### src/rtl/core/buck_voltage_pid_pwm_unit_defines.svh
// Assertion macros for the buck voltage PID PWM unit.
`ifndef BUCK_VOLTAGE_PID_PWM_UNIT_DEFINES_SVH
`define BUCK_VOLTAGE_PID_PWM_UNIT_DEFINES_SVH

`ifndef ASSERT_OFF
`define BVPP_ASSERT_IMPL(lbl, ante, cons) \
  lbl: assert property (@(posedge clk) disable iff (!rst_n) (ante) |-> (cons)) \
    else $error("bvpp check failed");
`define BVPP_ASSERT_NEXT(lbl, ante, cons) \
  lbl: assert property (@(posedge clk) disable iff (!rst_n) (ante) |=> (cons)) \
    else $error("bvpp check failed");
`else
`define BVPP_ASSERT_IMPL(lbl, ante, cons)
`define BVPP_ASSERT_NEXT(lbl, ante, cons)
`endif

`endif

### src/rtl/core/bvpp_pkg.sv
// Types, constants and microcode table for the buck voltage PID PWM unit.
`default_nettype none
package bvpp_pkg;

  localparam int PC_W = 3;

  // multiplier operand selects
  localparam logic [2:0] MUL_NONE  = 3'd0;
  localparam logic [2:0] MUL_CAL   = 3'd1;
  localparam logic [2:0] MUL_B0    = 3'd2;
  localparam logic [2:0] MUL_B1    = 3'd3;
  localparam logic [2:0] MUL_B2    = 3'd4;
  localparam logic [2:0] MUL_BOOST = 3'd5;
  localparam logic [2:0] MUL_DUTY  = 3'd6;

  // datapath operations
  localparam logic [2:0] ALU_NOP   = 3'd0;
  localparam logic [2:0] ALU_ERR   = 3'd1;
  localparam logic [2:0] ALU_ACC   = 3'd2;
  localparam logic [2:0] ALU_DUTY  = 3'd3;
  localparam logic [2:0] ALU_BOOST = 3'd4;
  localparam logic [2:0] ALU_OUT   = 3'd5;

  // jump conditions
  localparam logic JC_NONE     = 1'b0;
  localparam logic JC_OUT_BUSY = 1'b1;

  // configuration register indexes
  localparam logic [2:0] REG_COEF_B0    = 3'd0;
  localparam logic [2:0] REG_COEF_B1    = 3'd1;
  localparam logic [2:0] REG_COEF_B2    = 3'd2;
  localparam logic [2:0] REG_MAX_DUTY   = 3'd3;
  localparam logic [2:0] REG_MIN_DUTY   = 3'd4;
  localparam logic [2:0] REG_CAL_GAIN   = 3'd5;
  localparam logic [2:0] REG_CAL_OFFSET = 3'd6;
  localparam logic [2:0] REG_BOOST_DUTY = 3'd7;

  localparam logic [15:0] RST_COEF_B0    = 16'd5203;
  localparam logic [15:0] RST_COEF_B1    = 16'hD7FA;  // -10246
  localparam logic [15:0] RST_COEF_B2    = 16'd5044;
  localparam logic [11:0] RST_MAX_DUTY   = 12'd4095;
  localparam logic [11:0] RST_MIN_DUTY   = 12'd0;
  localparam logic [12:0] RST_CAL_GAIN   = 13'd4096;
  localparam logic [12:0] RST_CAL_OFFSET = 13'd0;
  localparam logic [11:0] RST_BOOST_DUTY = 12'd3809;

  typedef struct packed {
    logic [15:0] coef_b0;
    logic [15:0] coef_b1;
    logic [15:0] coef_b2;
    logic [11:0] max_duty;
    logic [11:0] min_duty;
    logic [12:0] cal_gain;
    logic [12:0] cal_offset;
    logic [11:0] boost_duty;
  } cfg_t;

  typedef struct packed {
    logic [2:0]      mul_sel;
    logic [2:0]      alu_op;
    logic            hist;
    logic            jmp_cond;
    logic [PC_W-1:0] jmp_tgt;
    logic            last;
  } ucw_t;

  typedef struct packed {
    logic exec;
    ucw_t uw;
  } seq_ctl_t;

  function automatic ucw_t ucode(input logic [PC_W-1:0] pc);
    ucw_t w;
    w = '{mul_sel: MUL_NONE, alu_op: ALU_NOP, hist: 1'b0, jmp_cond: JC_NONE,
          jmp_tgt: '0, last: 1'b0};
    case (pc)
      3'd0: w.mul_sel = MUL_CAL;
      3'd1: begin
        w.mul_sel = MUL_B1;
        w.alu_op  = ALU_ERR;
      end
      3'd2: begin
        w.mul_sel = MUL_B2;
        w.alu_op  = ALU_ACC;
      end
      3'd3: begin
        w.mul_sel = MUL_B0;
        w.alu_op  = ALU_ACC;
      end
      3'd4: begin
        w.alu_op = ALU_ACC;
        w.hist   = 1'b1;
      end
      3'd5: begin
        w.mul_sel = MUL_BOOST;
        w.alu_op  = ALU_DUTY;
      end
      3'd6: begin
        w.mul_sel = MUL_DUTY;
        w.alu_op  = ALU_BOOST;
      end
      3'd7: begin
        w.alu_op   = ALU_OUT;
        w.jmp_cond = JC_OUT_BUSY;
        w.jmp_tgt  = 3'd7;
        w.last     = 1'b1;
      end
      default: w.alu_op = ALU_NOP;
    endcase
    return w;
  endfunction

endpackage
`default_nettype wire

### src/rtl/core/bvpp_sequencer.sv
// Microcode step counter with conditional jump for the PID PWM unit.
`default_nettype none
module bvpp_sequencer (
  input  logic                 clk,
  input  logic                 rst_n,
  input  logic                 in_fire,
  input  logic                 out_free,
  output logic                 busy,
  output bvpp_pkg::seq_ctl_t   ctl
);

  logic                       busy_r, busy_nxt;
  logic [bvpp_pkg::PC_W-1:0]  pc_r, pc_nxt;
  bvpp_pkg::ucw_t             uw;
  logic                       jump;

  always_comb begin
    uw   = bvpp_pkg::ucode(pc_r);
    jump = busy_r && (uw.jmp_cond == bvpp_pkg::JC_OUT_BUSY) && !out_free;
    busy_nxt = busy_r;
    pc_nxt   = pc_r;
    if (busy_r) begin
      if (jump) begin
        pc_nxt = uw.jmp_tgt;
      end else if (uw.last) begin
        busy_nxt = 1'b0;
        pc_nxt   = '0;
      end else begin
        pc_nxt = pc_r + 1'b1;
      end
    end else if (in_fire) begin
      busy_nxt = 1'b1;
      pc_nxt   = '0;
    end
  end

  always_ff @(posedge clk) begin
    if (!rst_n) begin
      busy_r <= 1'b0;
      pc_r   <= '0;
    end else begin
      busy_r <= busy_nxt;
      pc_r   <= pc_nxt;
    end
  end

  assign busy     = busy_r;
  assign ctl.exec = busy_r && !jump;
  assign ctl.uw   = uw;

endmodule
`default_nettype wire

### src/rtl/core/bvpp_datapath.sv
// Shared multiplier, PID accumulator, clamp and output registers.
`default_nettype none
module bvpp_datapath #(
  parameter int TIMER_PERIOD = 27200
) (
  input  logic               clk,
  input  logic               rst_n,
  input  logic               in_fire,
  input  logic [11:0]        in_adc_sample,
  input  logic [11:0]        in_target_voltage,
  input  logic               in_pwm_enable,
  input  bvpp_pkg::cfg_t     cfg,
  input  bvpp_pkg::seq_ctl_t ctl,
  input  logic               out_stall,
  output logic               out_free,
  output logic               out_valid,
  output logic [11:0]        out_buck_duty,
  output logic [15:0]        out_buck_compare,
  output logic [14:0]        out_adc_trigger_compare,
  output logic [15:0]        out_boost_compare
);

  localparam logic [15:0] PERIOD = TIMER_PERIOD[15:0];

  logic [11:0]        sample_r, target_r;
  logic               enable_r;
  logic signed [33:0] prod_r, prod_nxt;
  logic signed [16:0] mul_a, mul_b;
  logic [15:0]        err_r, prev_r, prev2_r;
  logic [15:0]        err_nxt;
  logic [31:0]        acc_r;
  logic [11:0]        duty_r, duty_nxt;
  logic [15:0]        boost_r;
  logic               out_valid_r;
  logic [11:0]        o_duty_r;
  logic [15:0]        o_buck_r, o_boost_r;
  logic [14:0]        o_trig_r;
  logic signed [14:0] vout;
  logic signed [23:0] sh, lim_max, lim_min, c1, c2;
  logic               do_op;

  assign do_op = ctl.exec;

  always_comb begin
    mul_a = '0;
    mul_b = '0;
    case (ctl.uw.mul_sel)
      bvpp_pkg::MUL_CAL: begin
        mul_a = $signed({5'd0, sample_r});
        mul_b = $signed({4'd0, cfg.cal_gain});
      end
      bvpp_pkg::MUL_B0: begin
        mul_a = $signed({err_r[15], err_r});
        mul_b = $signed({cfg.coef_b0[15], cfg.coef_b0});
      end
      bvpp_pkg::MUL_B1: begin
        mul_a = $signed({prev_r[15], prev_r});
        mul_b = $signed({cfg.coef_b1[15], cfg.coef_b1});
      end
      bvpp_pkg::MUL_B2: begin
        mul_a = $signed({prev2_r[15], prev2_r});
        mul_b = $signed({cfg.coef_b2[15], cfg.coef_b2});
      end
      bvpp_pkg::MUL_BOOST: begin
        mul_a = $signed({5'd0, cfg.boost_duty});
        mul_b = $signed({1'b0, PERIOD});
      end
      bvpp_pkg::MUL_DUTY: begin
        mul_a = $signed({5'd0, duty_r});
        mul_b = $signed({1'b0, PERIOD});
      end
      default: begin
        mul_a = '0;
        mul_b = '0;
      end
    endcase
    prod_nxt = mul_a * mul_b;
  end

  always_comb begin
    vout = $signed({2'b00, prod_r[24:12]})
         + $signed({{2{cfg.cal_offset[12]}}, cfg.cal_offset});
    err_nxt = 16'($signed({4'd0, target_r}) - $signed({vout[14], vout}));
    sh      = $signed(acc_r[31:8]);
    lim_max = $signed({12'd0, cfg.max_duty});
    lim_min = $signed({12'd0, cfg.min_duty});
    c1      = (sh > lim_max) ? lim_max : sh;
    c2      = (c1 < lim_min) ? lim_min : c1;
    duty_nxt = enable_r ? c2[11:0] : cfg.min_duty;
  end

  assign out_free = !out_valid_r || !out_stall;

  always_ff @(posedge clk) begin
    if (in_fire) begin
      sample_r <= in_adc_sample;
      target_r <= in_target_voltage;
      enable_r <= in_pwm_enable;
    end
    if (do_op && ctl.uw.mul_sel != bvpp_pkg::MUL_NONE) begin
      prod_r <= prod_nxt;
    end
    if (do_op) begin
      case (ctl.uw.alu_op)
        bvpp_pkg::ALU_ERR:   err_r   <= err_nxt;
        bvpp_pkg::ALU_DUTY:  duty_r  <= duty_nxt;
        bvpp_pkg::ALU_BOOST: boost_r <= PERIOD - prod_r[27:12];
        bvpp_pkg::ALU_OUT: begin
          o_duty_r  <= duty_r;
          o_buck_r  <= prod_r[27:12];
          o_trig_r  <= prod_r[27:13];
          o_boost_r <= boost_r;
        end
        default: ;
      endcase
    end
  end

  always_ff @(posedge clk) begin
    if (!rst_n) begin
      acc_r       <= '0;
      prev_r      <= '0;
      prev2_r     <= '0;
      out_valid_r <= 1'b0;
    end else begin
      if (do_op && ctl.uw.alu_op == bvpp_pkg::ALU_ACC) begin
        acc_r <= acc_r + prod_r[31:0];
      end
      if (do_op && ctl.uw.hist) begin
        prev2_r <= prev_r;
        prev_r  <= err_r;
      end
      if (do_op && ctl.uw.alu_op == bvpp_pkg::ALU_OUT) begin
        out_valid_r <= 1'b1;
      end else if (!out_stall) begin
        out_valid_r <= 1'b0;
      end
    end
  end

  assign out_valid               = out_valid_r;
  assign out_buck_duty           = o_duty_r;
  assign out_buck_compare        = o_buck_r;
  assign out_adc_trigger_compare = o_trig_r;
  assign out_boost_compare       = o_boost_r;

endmodule
`default_nettype wire

### src/rtl/core/buck_voltage_pid_pwm_unit.sv
// Top level of the buck voltage PID PWM unit: configuration registers and glue.
`default_nettype none
`include "buck_voltage_pid_pwm_unit_defines.svh"
// Each sample transfer runs an 8-step microcode program on one shared
// 17x17 multiplier: calibration, three PID coefficient products into the
// wrapping 32-bit accumulator, duty clamp, boost compare and buck compare.
// A new sample is accepted in the cycle after the program ends, so a sample
// is not taken before the last one is through. in_stall is high while the
// program runs. The last step waits while the output register holds an
// untaken result; the output register lets the next sample enter while a
// result is still pending.
module buck_voltage_pid_pwm_unit #(
  parameter int TIMER_PERIOD = 27200
) (
  input  logic        clk,
  input  logic        rst_n,
  input  logic        cfg_we,
  input  logic [2:0]  cfg_index,
  input  logic [15:0] cfg_wdata,
  input  logic        in_valid,
  output logic        in_stall,
  input  logic [11:0] in_adc_sample,
  input  logic [11:0] in_target_voltage,
  input  logic        in_pwm_enable,
  output logic        out_valid,
  input  logic        out_stall,
  output logic [11:0] out_buck_duty,
  output logic [15:0] out_buck_compare,
  output logic [14:0] out_adc_trigger_compare,
  output logic [15:0] out_boost_compare
);

  bvpp_pkg::cfg_t     cfg_r;
  bvpp_pkg::seq_ctl_t ctl;
  logic               busy;
  logic               out_free;
  logic               in_fire;

  assign in_stall = busy;
  assign in_fire  = in_valid && !busy;

  always_ff @(posedge clk) begin
    if (!rst_n) begin
      cfg_r.coef_b0    <= bvpp_pkg::RST_COEF_B0;
      cfg_r.coef_b1    <= bvpp_pkg::RST_COEF_B1;
      cfg_r.coef_b2    <= bvpp_pkg::RST_COEF_B2;
      cfg_r.max_duty   <= bvpp_pkg::RST_MAX_DUTY;
      cfg_r.min_duty   <= bvpp_pkg::RST_MIN_DUTY;
      cfg_r.cal_gain   <= bvpp_pkg::RST_CAL_GAIN;
      cfg_r.cal_offset <= bvpp_pkg::RST_CAL_OFFSET;
      cfg_r.boost_duty <= bvpp_pkg::RST_BOOST_DUTY;
    end else if (cfg_we) begin
      case (cfg_index)
        bvpp_pkg::REG_COEF_B0:    cfg_r.coef_b0    <= cfg_wdata;
        bvpp_pkg::REG_COEF_B1:    cfg_r.coef_b1    <= cfg_wdata;
        bvpp_pkg::REG_COEF_B2:    cfg_r.coef_b2    <= cfg_wdata;
        bvpp_pkg::REG_MAX_DUTY:   cfg_r.max_duty   <= cfg_wdata[11:0];
        bvpp_pkg::REG_MIN_DUTY:   cfg_r.min_duty   <= cfg_wdata[11:0];
        bvpp_pkg::REG_CAL_GAIN:   cfg_r.cal_gain   <= cfg_wdata[12:0];
        bvpp_pkg::REG_CAL_OFFSET: cfg_r.cal_offset <= cfg_wdata[12:0];
        bvpp_pkg::REG_BOOST_DUTY: cfg_r.boost_duty <= cfg_wdata[11:0];
        default: ;
      endcase
    end
  end

  bvpp_sequencer u_seq (
    .clk      (clk),
    .rst_n    (rst_n),
    .in_fire  (in_fire),
    .out_free (out_free),
    .busy     (busy),
    .ctl      (ctl)
  );

  bvpp_datapath #(
    .TIMER_PERIOD (TIMER_PERIOD)
  ) u_dp (
    .clk                     (clk),
    .rst_n                   (rst_n),
    .in_fire                 (in_fire),
    .in_adc_sample           (in_adc_sample),
    .in_target_voltage       (in_target_voltage),
    .in_pwm_enable           (in_pwm_enable),
    .cfg                     (cfg_r),
    .ctl                     (ctl),
    .out_stall               (out_stall),
    .out_free                (out_free),
    .out_valid               (out_valid),
    .out_buck_duty           (out_buck_duty),
    .out_buck_compare        (out_buck_compare),
    .out_adc_trigger_compare (out_adc_trigger_compare),
    .out_boost_compare       (out_boost_compare)
  );

  `BVPP_ASSERT_NEXT(a_busy_after_transfer, in_valid && !in_stall, in_stall)
  `BVPP_ASSERT_NEXT(a_result_on_commit, ctl.exec && ctl.uw.alu_op == bvpp_pkg::ALU_OUT, out_valid)
  `BVPP_ASSERT_IMPL(a_boost_in_period, out_valid, out_boost_compare <= TIMER_PERIOD[15:0])

endmodule
`default_nettype wire
### config.mk
export PLATFORM = sky130hd
export DESIGN_NAME = buck_voltage_pid_pwm_unit
export DESIGN_NICKNAME = d
export VERILOG_FILES = /design/src/rtl/core/bvpp_pkg.sv /design/src/rtl/core/bvpp_sequencer.sv /design/src/rtl/core/bvpp_datapath.sv /design/src/rtl/core/buck_voltage_pid_pwm_unit.sv
export VERILOG_INCLUDE_DIRS = /design/src /design/src/rtl/core
export SDC_FILE = /design/constraint.sdc
export NUM_CORES = 1
export LEC_CHECK = 0
export BUFFER_PORTS_ARGS = -buffer_cell sky130_fd_sc_hd__buf_2
export CORE_MARGIN = 8
export CORE_UTILIZATION = 48
export CTS_CLUSTER_SIZE = 24
export DETAILED_ROUTE_END_ITERATION = 16
export GPL_ROUTABILITY_DRIVEN = 0
export SETUP_SLACK_MARGIN = 0.15
export SYNTH_ARGS = -nofsm -noshare
export SYNTH_HDL_FRONTEND = slang
export SYNTH_SLANG_ARGS = --single-unit
### constraint.sdc
create_clock -name clk -period 10.05 [get_ports clk]
set_input_delay 2.01 -clock clk [delete_from_list [all_inputs] [get_ports clk]]
set_output_delay 2.01 -clock clk [all_outputs]
set_load 0.02 [all_outputs]
* Yosys cells after proc, flatten, opt, wreduce, memory -nomap -nowiden
Index checks and enable logic that the tools add are counted.
Storage, ports and cells: bits in latches 0, memory bits (read-only) 0, RAM bits 0, memories kept 0, flip-flop bits (word level) 339, output and inout port bits 61
Cells by class: reduce and logical (&&, ||, !) cells 32, eq/ne operators 26, mux-type cells 19, shift-type cells 0, multiply operators 1, bitwise operators 0, $lt $le $gt $ge 2, div/mod/pow operators 0, $add $sub $neg 5
Operators with widths (number):
- $pmux 17 s6 | 1
- $pmux 17 s5 | 1
- $eq 3x3->1 const B | 13
- $add 32x32->32 | 1
- $mul 17x17->32 | 1
- $eq 3x2->1 const B | 8
- $gt 24x13->1 | 1
- $lt 24x13->1 | 1
- $mux 12 | 2
- $mux 24 | 1
- $reduce_and 2->1 | 12
- $pmux 3 s6 | 1
- $sub 13x15->16 | 1
- $sub 15x16->16 const A | 1
- $add 14x13->15 | 1
- $pmux 3 s5 | 1
- $eq 3x1->1 const B | 4
- $mux 3 | 4
- $logic_and 1x1->1 | 8
- $mux 1 | 7
- $logic_not 3->1 | 2
- $logic_not 1->1 | 5
- $mux 5 | 1
- $add 3x1->3 const B | 1
- other kinds (6) | 6

* Longest topological paths before layout
depth after elaboration 8, gate-level depth with buffers 35, mapped depth without buffers 31

* Modules after synthesis
A second synthesis with hierarchy kept.
Second synthesis, totals: cell total of the unflattened synthesis 2656, area total of the unflattened synthesis 26062.5 um^2
By module, submodules not included:
- bvpp_datapath | cells each 2209, instances 1, area each 21419.3 um^2
- buck_voltage_pid_pwm_unit | cells each 402, instances 1, area each 4250.3 um^2
- bvpp_sequencer | cells each 45, instances 1, area each 392.9 um^2

* Worst setup path before layout
OpenSTA, ideal clock, no wires.
path type reg-to-reg, from reg u_seq.pc_r[2] (netlist bit), to reg u_dp.prod_r[28] (data pin), slack 2.489 ns, buffers on the path 4, cell stages (with the launch flop) 32, arrival 7.403 ns, cell sequence dfxtp_1 -> buf_4 -> inv_2 -> ha_1 -> nand2_1 -> nor3_2 -> buf_2 -> a22o_1 -> a221oi_1 -> buf_2 -> nor2_1 -> fa_1 -> inv_1 -> fa_1 -> fa_1 -> inv_1 -> fa_1 -> fa_1 -> inv_1 -> fa_1 -> inv_1 -> ha_1 -> buf_2 -> a21o_1 -> a21oi_2 -> nor2b_1 -> o21a_1 -> o21a_1 -> o21ai_2 -> a31o_2 -> or4b_1 -> o211ai_1
Between the ends: longest elaborated chain between the ends 6
Ends and longest elaborated chain:
- start: declaration | line bvpp_sequencer.sv:13 | logic [bvpp_pkg::PC_W-1:0] pc_r, pc_nxt;
- start signal: assignment | line bvpp_sequencer.sv:43 | pc_r <= pc_nxt;
- $eq 3x3->1, or another cell as far along | line bvpp_pkg.sv:76 | case (pc)
- $pmux 3 s6 * | line bvpp_pkg.sv:76
- $eq 3x3->1 | line bvpp_datapath.sv:47 | case (ctl.uw.mul_sel)
- $reduce_or 2->1 (no line)
- $pmux 17 s5 | line bvpp_datapath.sv:47
- $mul 17x17->32 * | line bvpp_datapath.sv:77 | prod_nxt = mul_a * mul_b;
- net u_dp.prod_nxt[28] | line bvpp_datapath.sv:27 | logic signed [33:0] prod_r, prod_nxt;
- end signal: assignment | line bvpp_datapath.sv:101 | prod_r <= prod_nxt;
- end: declaration | line bvpp_datapath.sv:27
The timed path passes the listed nets; every way through them passes the cells marked *. A chain may end at the register's enable or synchronous reset.

* Worst setup path after layout
from reg u_seq.pc_r[2] (netlist bit), to reg u_dp.prod_r[29] (data pin)
The elaborated chain is that of the path after synthesis.

==> results.sh <==
export IMPL_synth_top_area_share_pct=22.7
export IMPL_rsz0062_at_grt="false"
export IMPL_clock_latency_ns=0.54
export IMPL_cp_buffers_inverters=8
export IMPL_min_to="u_dp.out_boost_compare[6]"
export IMPL_coreArea_sq_mm=0.0524
export IMPL_place_inst=3429
export IMPL_clock_root_buffer="clkbuf_16"
export IMPL_drt_pass1_iter_count=5
export IMPL_grt_pass1_wl_mm=114
export IMPL_synth_seq_cells=324
export IMPL_synthTopCellsByCount="nand2_1 (468), inv_1 (360), fa_1 (288), nor2_1 (228), a21oi_1 (180)"
export IMPL_crit_required_ns=10.33
export IMPL_drc_errors=0
export IMPL_antenna_found_initial=4
export IMPL_cp_start_kind="flop"
export IMPL_hold_buffers=0
export IMPL_hp_class="reg2reg"
export IMPL_timing_rr_end="u_dp.prod_r[29]"
export IMPL_cp_end_kind="flop"
export IMPL_fp_dieH_microns=246
export IMPL_syn2layout_area_growth_pct=9.23
export IMPL_use_met3_pct=4.26
export IMPL_clockBufferDepth=3
export IMPL_wl_per_cell_microns=21.1
export IMPL_syn_area_per_cell_sq_um=9.35
export IMPL_use_met2_pct=39.5
export IMPL_critPathMaxFanout=20
export IMPL_max_slew_margin_pct=14.9
export IMPL_ys_warn_count=0
export IMPL_report_final_slew_viol_count=0
export IMPL_initial_core_util_pct=48.5
export IMPL_drive_above_1_share_pct=9.95
export IMPL_fillers=4766
export IMPL_hold_slack_ns=0.421
export IMPL_dp_slack_ns=1.24
export IMPL_die_area_sq_mm=0.0606
export IMPL_post_drt_via_cell_ratio=5.61
export IMPL_cts_tree="built"
export IMPL_worst_pin_slew_ns=1.27
export IMPL_finalClockSkew_ns=0.0357
export IMPL_async_flop_share_pct=0
export IMPL_synth_area_leaders="fa_1 (23%), edfxtp_1 (17%), dfxtp_1 (14%)"
export IMPL_worst_path_stages=28
export IMPL_htree_num_levels=2
export IMPL_syn_inst=2721
export IMPL_wl_mm=73.7
export IMPL_io_buffers=109
export IMPL_die_w_microns=246
export IMPL_min_period_ns=8.92
export IMPL_ios=110
export IMPL_fin_crit_sh_pct=88.8
export IMPL_top_usage_layer="met2"
export IMPL_critPathMaxStageDelay_ns=0.73
export IMPL_yosysMostFrequentCell="nand2_1"
export IMPL_stdcell_count=3494
export IMPL_setup_violations=0
export IMPL_critPathTopFamily="adder cells"
export IMPL_p_per_area_mw_per_mm2=160
export IMPL_hold_viol=0
export IMPL_clk_pin_slew_ns=0.06
export IMPL_crit_arrival_ns=9.20
export IMPL_gr_total_overflow=0
export IMPL_fin_ws_ns=1.13
export IMPL_grt_use_total_pct=24.2
export IMPL_cts_num_sinks=324
export IMPL_cp_slowest_cell="nor3_4"
export IMPL_r2r_slack_ns=1.13
export IMPL_drtIter0Drc=1489
export IMPL_syn_nets=3221
export IMPL_final_setup_tns_ns=0
export IMPL_cts_buffers=35
export IMPL_nNetsFinal=3278
export IMPL_path_common_cell="fa_1"
export IMPL_rr_worst_depth=28
export IMPL_grt_pass1_vias=19711
export IMPL_r2r_start="u_seq.pc_r[2]"
export IMPL_use_met1_pct=32.7
export IMPL_outcome="completed"
export IMPL_synth_cell_types=80
export IMPL_synth_edf_count=145
export IMPL_rows=84
export IMPL_hold_path_depth=0
export IMPL_cts_setup_buffers=0
export IMPL_regArea_sq_mm=0.00794
export IMPL_synth_seq_area_share_pct=31.2
export IMPL_postRouteAntennaNets=0
export IMPL_ir_drop_uv=130
export IMPL_multiInputGateArea_sq_mm=0.0157
export IMPL_syn_cell_area_sq_mm=0.0255
export IMPL_synth_ff_type="dfxtp_1"
export IMPL_grt_start_max_net_pins=101
export IMPL_critPathKind="reg2reg"
export IMPL_via_count=19612
export IMPL_worstHoldStart="u_dp.boost_r[6]"
export IMPL_synth_top_cell_by_area="fa_1"
export IMPL_cts_resized=0
export IMPL_dp_hpwl_mm=55.7
export IMPL_maxCapViolations=0
export IMPL_fmax_mhz=112
export IMPL_p_leak_nw=12.4
[state kept, by name (all words and copies together) (netlist names), 16 cells and up]
name	flops
u_dp.out_buck_compare	16
u_dp.prod_r	32
u_dp.err_r	16
u_dp.prev2_r	16
u_dp.acc_r	32
cfg_r	110
u_dp.out_boost_compare	16
u_dp.prev_r	16
u_dp.boost_r	16
[power by group]
group	switching, mW	internal [mW]
Clock	0.542	0.699
Combinational	1.00	0.619
Sequential	0.0863	1.50
Total	1.63	2.82
[cell families (layout without fill, tap and decap cells)]
| family | after synthesis | after routing | synth area share (%) |
|---|---|---|---|
| AO/OA/AOI/OAI | 445 | 445 | 11.4 |
| adder cells (fa/ha/maj) | 451 | 451 | 30.7 |
| flip-flops | 324 | 324 | 31.2 |
| AND/OR/NAND/NOR | 905 | 905 | 15.3 |
| multiplexers | 27 | 27 | 1.19 |
| other | 0 | 1 | 0 |
| buffers and inverters | 494 | 578 | 7.73 |
| XOR/XNOR | 75 | 75 | 2.58 |
[cell type report]
type                       count  area share (%)
antenna                        1         0.00900
clock buffer                  50            3.47
clock inverter                14           0.401
inverter                     362            4.90
multi-input combinational   1903            56.4
sequential                   324            28.6
tap                          688            3.10
timing repair buffer         152            3.17
[layer usage]
metal  vias up  share of wire [%]
met4         4                3.4
li1       9028                  -
met1      9772                 42
met5         -              0.029
met2       682                 47
met3       126                7.5
[metrics by stage]
stage / cell area (sq um) / power [mW] / utilization, %
6_report: 27800 / 4.45 / 53.0
5_1_grt: 27800 / 4.71 / 53.0
4_1_cts: 27800 / 4.46 / 53.0
3_5_place_dp: 26700 / 3.22 / 51.0
3_3_place_gp: 26700 / 3.18 / 51.0
2_1_floorplan: 25500 / 2.72 / -
[how the worst max path moves through the flow]
stage | startpoint | to | slack (ns)
2_1_floorplan | u_seq.pc_r[2] | u_dp.prod_r[28] | 2.49
3_3_place_gp | u_seq.pc_r[2] | u_dp.prod_r[29] | 1.42
3_5_place_dp | u_seq.pc_r[2] | u_dp.prod_r[29] | 1.24
4_1_cts | u_seq.pc_r[2] | u_dp.prod_r[29] | 1.18
5_1_grt | u_seq.pc_r[2] | u_dp.prod_r[29] | 0.79
6_report | u_seq.pc_r[2] | u_dp.prod_r[29] | 1.13
[placed cells by master, fill, tap and decap left out, types with 7 or more instances in the layout]
master,instances
a211oi_1,16
a21o_1,24
a21oi_1,180
a221o_1,12
a221oi_1,9
a221oi_2,11
a22o_1,11
a22oi_1,36
a31oi_1,7
and2_1,16
and3_1,8
buf_2,109
buf_4,42
clkbuf_1,13
clkbuf_16,36
dfxtp_1,179
edfxtp_1,145
fa_1,288
ha_1,163
inv_1,359
mux2_2,23
nand2_1,468
nand2b_1,24
nand3_1,70
nand4_1,8
nor2_1,225
nor2b_1,14
nor3_1,16
nor4_1,7
o211ai_1,23
o21a_1,15
o21ai_0,50
o21ai_1,9
or2_2,14
or3_1,8
xnor2_1,52
xor2_1,23
No activity file was read; power rests on OpenSTA's default activity.
